==> config.mk <==
export PLATFORM = sky130hd
export DESIGN_NAME = dsr_isqrt
export DESIGN_NICKNAME = d
export VERILOG_FILES = /design/src/rtl/dsr_isqrt.sv
export SDC_FILE = /design/constraint.sdc
export NUM_CORES = 1
export LEC_CHECK = 0
export BUFFER_PORTS_ARGS = -buffer_cell sky130_fd_sc_hd__buf_2
export CORE_MARGIN = 1
export CORE_UTILIZATION = 57
export CTS_CLUSTER_DIAMETER = 40
export DETAILED_ROUTE_END_ITERATION = 12
export PLACE_DENSITY = 0.81
export SYNTH_ARGS = -nofsm -noshare
export SYNTH_HDL_FRONTEND = slang
export SYNTH_SLANG_ARGS = --single-unit
==> constraint.sdc <==
create_clock -name clk -period 3 [get_ports clk]
set_input_delay 0.3 -clock clk [delete_from_list [all_inputs] [get_ports clk]]
set_output_delay 0.3 -clock clk [all_outputs]
set_load 0.05 [all_outputs]
==> src/rtl/dsr_isqrt.sv <==
// Pipelined floor integer square root, one result bit per register stage.
// Standalone; instanced by dielectric_refract_schlick_top.
module dsr_isqrt #(
  parameter int IW = 29,
  localparam int RB = (IW + 1) / 2
) (
  input  logic          clk,
  input  logic          adv,
  input  logic [IW-1:0] val,
  output logic [RB-1:0] root
);
  localparam int RW = 2 * RB + 1;

  logic [RW-1:0] rem_r  [RB];
  logic [RB-1:0] root_r [RB];

  for (genvar j = 0; j < RB; j++) begin : g_step
    localparam int B = RB - 1 - j;
    logic [RW-1:0] rem_in;
    logic [RW-1:0] trial;
    logic [RB-1:0] root_in;
    if (j == 0) begin : g_first
      assign rem_in  = RW'(val);
      assign root_in = '0;
    end else begin : g_next
      assign rem_in  = rem_r[j-1];
      assign root_in = root_r[j-1];
    end
    assign trial = (RW'(root_in) << (B + 1)) + (RW'(1) << (2 * B));
    always_ff @(posedge clk) begin
      if (adv) begin
        if (rem_in >= trial) begin
          rem_r[j]  <= rem_in - trial;
          root_r[j] <= root_in | (RB'(1) << B);
        end else begin
          rem_r[j]  <= rem_in;
          root_r[j] <= root_in;
        end
      end
    end
  end

  assign root = root_r[RB-1];
endmodule

### Word level (Yosys, flattened, before mapping)

Memory sizes are Yosys's and may differ from the RTL's.
Cells that the tools add are included.
W data, S select, Z words.

| word-level totals | value |
|---|---|
| register bits | 0 |
| bits in writable memories | 690 |
| input port bits | 31 |
| logic and storage cells | 196 |
| memories kept | 2 |

Memory list:

| name | words | bits a word | read ports | clocked after memory_dff | write ports | RTL line | source |
|---|---|---|---|---|---|---|---|
| rem_r | 15 | 31 | 14 | 0 | 15 | 14 | `logic [RW-1:0] rem_r [RB];` |
| root_r | 15 | 15 | 15 | 0 | 15 | 15 | `logic [RB-1:0] root_r [RB];` |

| operators by class | value |
|---|---|
| add/sub/neg operators | 29 |
| order comparisons | 15 |
| mux-type cells | 120 |
| bitwise operators | 30 |

Operator list:

| cell | count |
|---|---|
| $mux W31 | 15 |
| $mux W15 | 15 |
| $mux W1 | 90 |
| $ge A31 B17 Y1 | 1 |
| $ge A31 B18 Y1 | 1 |
| $ge A31 B19 Y1 | 1 |
| $ge A31 B20 Y1 | 1 |
| $ge A31 B21 Y1 | 1 |
| $ge A31 B22 Y1 | 1 |
| $ge A31 B23 Y1 | 1 |
| $ge A31 B24 Y1 | 1 |
| $ge A31 B25 Y1 | 1 |
| $ge A31 B26 Y1 | 1 |
| $ge A31 B27 Y1 | 1 |
| $ge A31 B28 Y1 | 1 |
| $ge A31 B29 Y1 | 1 |
| $ge A31 B30 Y1 | 1 |
| $sub A31 B17 Y31 | 1 |
| $sub A31 B18 Y31 | 1 |
| $sub A31 B19 Y31 | 1 |
| $sub A31 B20 Y31 | 1 |
| $sub A31 B21 Y31 | 1 |
| $sub A31 B22 Y31 | 1 |
| $sub A31 B23 Y31 | 1 |
| 24 further kinds | 53 |

### Logic depth before layout (Yosys ltp)

An unclocked memory read counts as a cell.

| logic depth | value |
|---|---|
| depth in word-level cells | 7 |
| gate-level depth with buffers | 11 |
| mapped depth without buffers | 10 |

### Worst setup path before layout

OpenSTA, ideal clock, no wires.

| timing path | value |
|---|---|
| path kind | register -> register |
| start | memory rem_r[1][77] (netlist name) |
| end | memory rem_r[1][120] (netlist name) (data pin) |
| arrival | 2634 ps |
| slack | 109 ps |
| cell stages (with the launch flop) | 10 |
| buffers on the path | 1 |
| period minus slack after synthesis | 2891 ps |
| cell sequence | edfxtp_1 ha_1 clkbuf_1 nand3_1 or4_1 nor4_2 nor4b_4 a311oi_4 nand3_1 xnor2_1 |

RTL lines:

| what | RTL line |
|---|---|
| from (decl) | 14 |

==> impl_metrics.sql <==
INSERT INTO impl_metrics (metric_group, metric, value, unit) VALUES
('worst_setup_path', 'critical_path.reg2reg.startpoint', 'rem_r[0][58]', ''),
('grt', 'first_global_vias', '17823', ''),
('worst_hold_path', 'worst_hold_startpoint', 'adv', ''),
('clocking', 'post_cts_clock_slew_at_the_launch_and_capture_registers_of_the_worst_setup_and_hold_paths', '0.07', 'ns'),
('worst_setup_path', 'start_kind', 'register', ''),
('clocking', 'ctsHtreeMaxLevel', '3', ''),
('timing', 'clock-skew-final', '0.0277', 'ns'),
('worst_setup_path', 'crit_path_max_fanout', '9', ''),
('cells_and_area', 'fin_nets', '2452', ''),
('power_and_ir_drop', 'switching_power', '5880', 'µW'),
('clocking', 'worstSkewPairLatency', '0.61', 'ns'),
('timing', 'count_of_endpoints_failing_setup_in_the_final_report', '0', ''),
('power_and_ir_drop', 'power.static_leakage', '0.0117', 'µW'),
('grt', 'grt.total_usage', '26.0', '%'),
('route', 'detail_route.first_pass.iterations', '6', ''),
('synth', 'synth_cell_count_leaders', 'sky130_fd_sc_hd__edfxtp_1, sky130_fd_sc_hd__inv_1, sky130_fd_sc_hd__nand2_1', ''),
('synth', 'synth_sequential_area_ratio', '62.7', '%'),
('worst_hold_path', 'worstHoldPathType', 'in -> reg', ''),
('route', 'wl', '60.3', 'mm'),
('route', 'drt_first_iter_violations', '1458', ''),
('synth', 'synth_seq_cells', '553', ''),
('floorplanning', 'std_cell_rows', '78', ''),
('timing', 'rsz_0062_raised_after_global_routing', 'yes', ''),
('worst_setup_path', 'data_arrival_time_of_the_critical_path', '3.39', 'ns'),
('power_and_ir_drop', 'cell_internal_power', '16100', 'µW'),
('timing', 'fin_worst_hold_slack', '0.0713', 'ns'),
('grt', 'grt_max_degree', '108', ''),
('floorplanning', 'fp.dieArea', '0.0473', 'mm²'),
('synth', 'synthCells', '2087', ''),
('place', 'placement.io_buffers', '45', ''),
('power_and_ir_drop', 'p_comb_share', '14.9', '%'),
('clocking', 'cts_root_buf', 'sky130_fd_sc_hd__clkbuf_16', ''),
('synth', 'syn_area_per_cell', '12.7', 'µm²'),
('timing', 'tightest_slew', '1.02', 'ns'),
('synth', 'yosys_most_used_dff', 'sky130_fd_sc_hd__edfxtp_1', ''),
('run_status', 'run_status', 'finished clean', ''),
('flow_run', 'drv_cap', '0', ''),
('timing', 'final-hold-violation-count', '0', ''),
('timing', 'max_slew_headroom', '32.1', '%'),
('grt', 'overflow', '0', ''),
('worst_setup_path', 'cp_data_required_time', '3.49', 'ns'),
('synth', 'post_synth_edffs', '553', ''),
('synth', 'synth_top_cell_by_area', 'sky130_fd_sc_hd__edfxtp_1', ''),
('cells_and_area', 'diodes', '0', ''),
('grt', 'antenna_violations_before_repair', '0', ''),
('route', 'drc', '0', ''),
('route', 'routed-via-count', '17484', ''),
('timing', 'final-max-slew-violation-count', '0', ''),
('worst_setup_path', 'cp-startpoint', 'rem_r[0][58]', ''),
('synth', 'post-synth-top-count-cell', 'sky130_fd_sc_hd__edfxtp_1', ''),
('timing', 'period_minus_slack', '2.91', 'ns'),
('timing', 'setup_slack_after_layout', '0.0922', 'ns'),
('grt', 'grt-busiest-layer', 'met2', ''),
('floorplanning', 'initial_core_utilization', '58.1', '%'),
('synth', 'netlist_area_before_placement', '0.0265', 'mm²'),
('synth', 'ys_warn_count', '0', ''),
('clocking', 'max_clock_buf_depth', '3', ''),
('power_and_ir_drop', 'p_sw_share', '26.8', '%'),
('power_and_ir_drop', 'vdd_drop_max', '0.711', 'mV'),
('route', 'avgRoutedWirePerCell', '20.5', 'µm'),
('floorplanning', 'fp.coreArea', '0.0456', 'mm²'),
('synth', 'synth_async_sr_flop_share', '0', '%'),
('cells_and_area', 'layout-drive-gt1-share', '13.3', '%'),
('power_and_ir_drop', 'power', '22000', 'µW'),
('grt', 'm3_gr_usage', '4.10', '%'),
('synth', 'synthDominantCellAreaShare', '62.7', '%'),
('floorplanning', 'floorplan.io_pins', '46', ''),
('synth', 'yosys_cell_types', '75', ''),
('floorplanning', 'die_width', '218', 'µm'),
('place', 'gpl_congestion', '0.920', ''),
('floorplanning', 'fp.dieH', '218', 'µm');
-- critical path: stages (launching register included) --
cell and delay, ns:
sky130_fd_sc_hd__edfxtp_1 0.42, sky130_fd_sc_hd__ha_1 0.37, sky130_fd_sc_hd__nor4b_1 0.31, sky130_fd_sc_hd__nand4_1 0.19, sky130_fd_sc_hd__o311ai_0 0.71, sky130_fd_sc_hd__nor4_1 0.15, sky130_fd_sc_hd__buf_4 0.23, sky130_fd_sc_hd__nor3_1 0.25
sky130_fd_sc_hd__a21o_1 0.14
-- power by group through the flow --
stage               sequential [µW]  clock, µW  combinational [µW]
finish                        10200       8510                3280
global route                  10200       8880                3610
CTS                           10200       8570                3210
detailed placement            10300          0                3140
global placement              10300          0                3050
floorplan                     10100          0                2190
-- path summary, 6_finish.rpt --
| check | to | cells after the start |
|---|---|---|
| worst max-delay path | rem_r[0][90] | 8 |
| worst min register to register | root_r[1][73] | 0 |
| worst min-delay path | rem_r[1][92] | 1 |
| worst max register to register | rem_r[0][90] | 8 |
-- per-layer routing --
metal  up-vias  wire length, µm
met5         -                0
met4         0             2680
met3       178             2760
li1       8212                -
met1      8497            23200
met2       597            31700
-- sequential cells by signal, indices dropped and copies added, names as in the netlist --
name	count
rem_r	433
root_r	120
-- final cells by class --
type	instances	area (µm²)	area share [%]
Sequential cell	553	16600	53.8
Multi-Input combinational cell	1322	9220	29.9
Clock buffer	79	1850	5.99
Timing Repair Buffer	175	1300	4.21
Tap cell	600	751	2.43
Inverter	165	619	2.01
Clock inverter	48	532	1.72
-- per-stage QoR --
| step | TNS (ns) | instances | util (%) |
|---|---|---|---|
| global route | -0.0705 | 2942 | 67.7 |
| CTS | 0 | 2941 | 67.4 |
| floorplan | 0 | 2087 | - |
| global placement | -0.0658 | 2785 | 61.5 |
| finish | 0 | 2942 | 67.7 |
| detailed placement | -0.262 | 2785 | 61.5 |
-- timing repair --
action | 4_1_cts | 5_1_grt
setup buffers | 0 | 1
resized for setup | 1 | 28
gates cloned | 0 | 0
hold endpoints to repair | 31 | 0
endpoints found under the setup margin | 5 | 44
pin swaps | 0 | 4
hold buffers | 29 | 0
-- cells by family (layout without fill, tap and decap cells) --
| family | Yosys count | in the layout | share of synthesized area, % |
|---|---|---|---|
| mux | 16 | 16 | 0.642 |
| buf+inv | 212 | 467 | 3.07 |
| xor+xnor | 178 | 178 | 5.88 |
| compound gates | 382 | 382 | 9.03 |
| flops | 553 | 553 | 62.7 |
| simple gates | 615 | 615 | 12.5 |
| fa+ha+maj | 131 | 131 | 6.19 |
-- placed cells by master, fill, tap and decap left out, types with 9 or more instances in the layout --
master / count
sky130_fd_sc_hd__ha_1: 129
sky130_fd_sc_hd__nand4_1: 31
sky130_fd_sc_hd__inv_1: 164
sky130_fd_sc_hd__xnor2_1: 87
sky130_fd_sc_hd__buf_2: 44
sky130_fd_sc_hd__or3_1: 20
sky130_fd_sc_hd__a211oi_1: 11
sky130_fd_sc_hd__xor2_1: 91
sky130_fd_sc_hd__nor2_1: 124
sky130_fd_sc_hd__a21o_1: 26
sky130_fd_sc_hd__a21oi_1: 98
sky130_fd_sc_hd__dlygate4sd3_1: 29
sky130_fd_sc_hd__o31ai_1: 9
sky130_fd_sc_hd__or4_1: 21
sky130_fd_sc_hd__clkbuf_16: 73
sky130_fd_sc_hd__nor2b_1: 20
sky130_fd_sc_hd__nand2_1: 144
sky130_fd_sc_hd__nand3_1: 32
sky130_fd_sc_hd__clkinv_1: 10
sky130_fd_sc_hd__o21ai_0: 122
sky130_fd_sc_hd__edfxtp_1: 553
sky130_fd_sc_hd__buf_4: 99
sky130_fd_sc_hd__o21bai_1: 10
sky130_fd_sc_hd__o21a_1: 32
sky130_fd_sc_hd__nand2b_1: 29
sky130_fd_sc_hd__nor4b_1: 20
sky130_fd_sc_hd__nor4_1: 52
sky130_fd_sc_hd__nor3_1: 49
sky130_fd_sc_hd__nand3b_1: 12
Note: power is estimated with default switching activity, not from simulation.
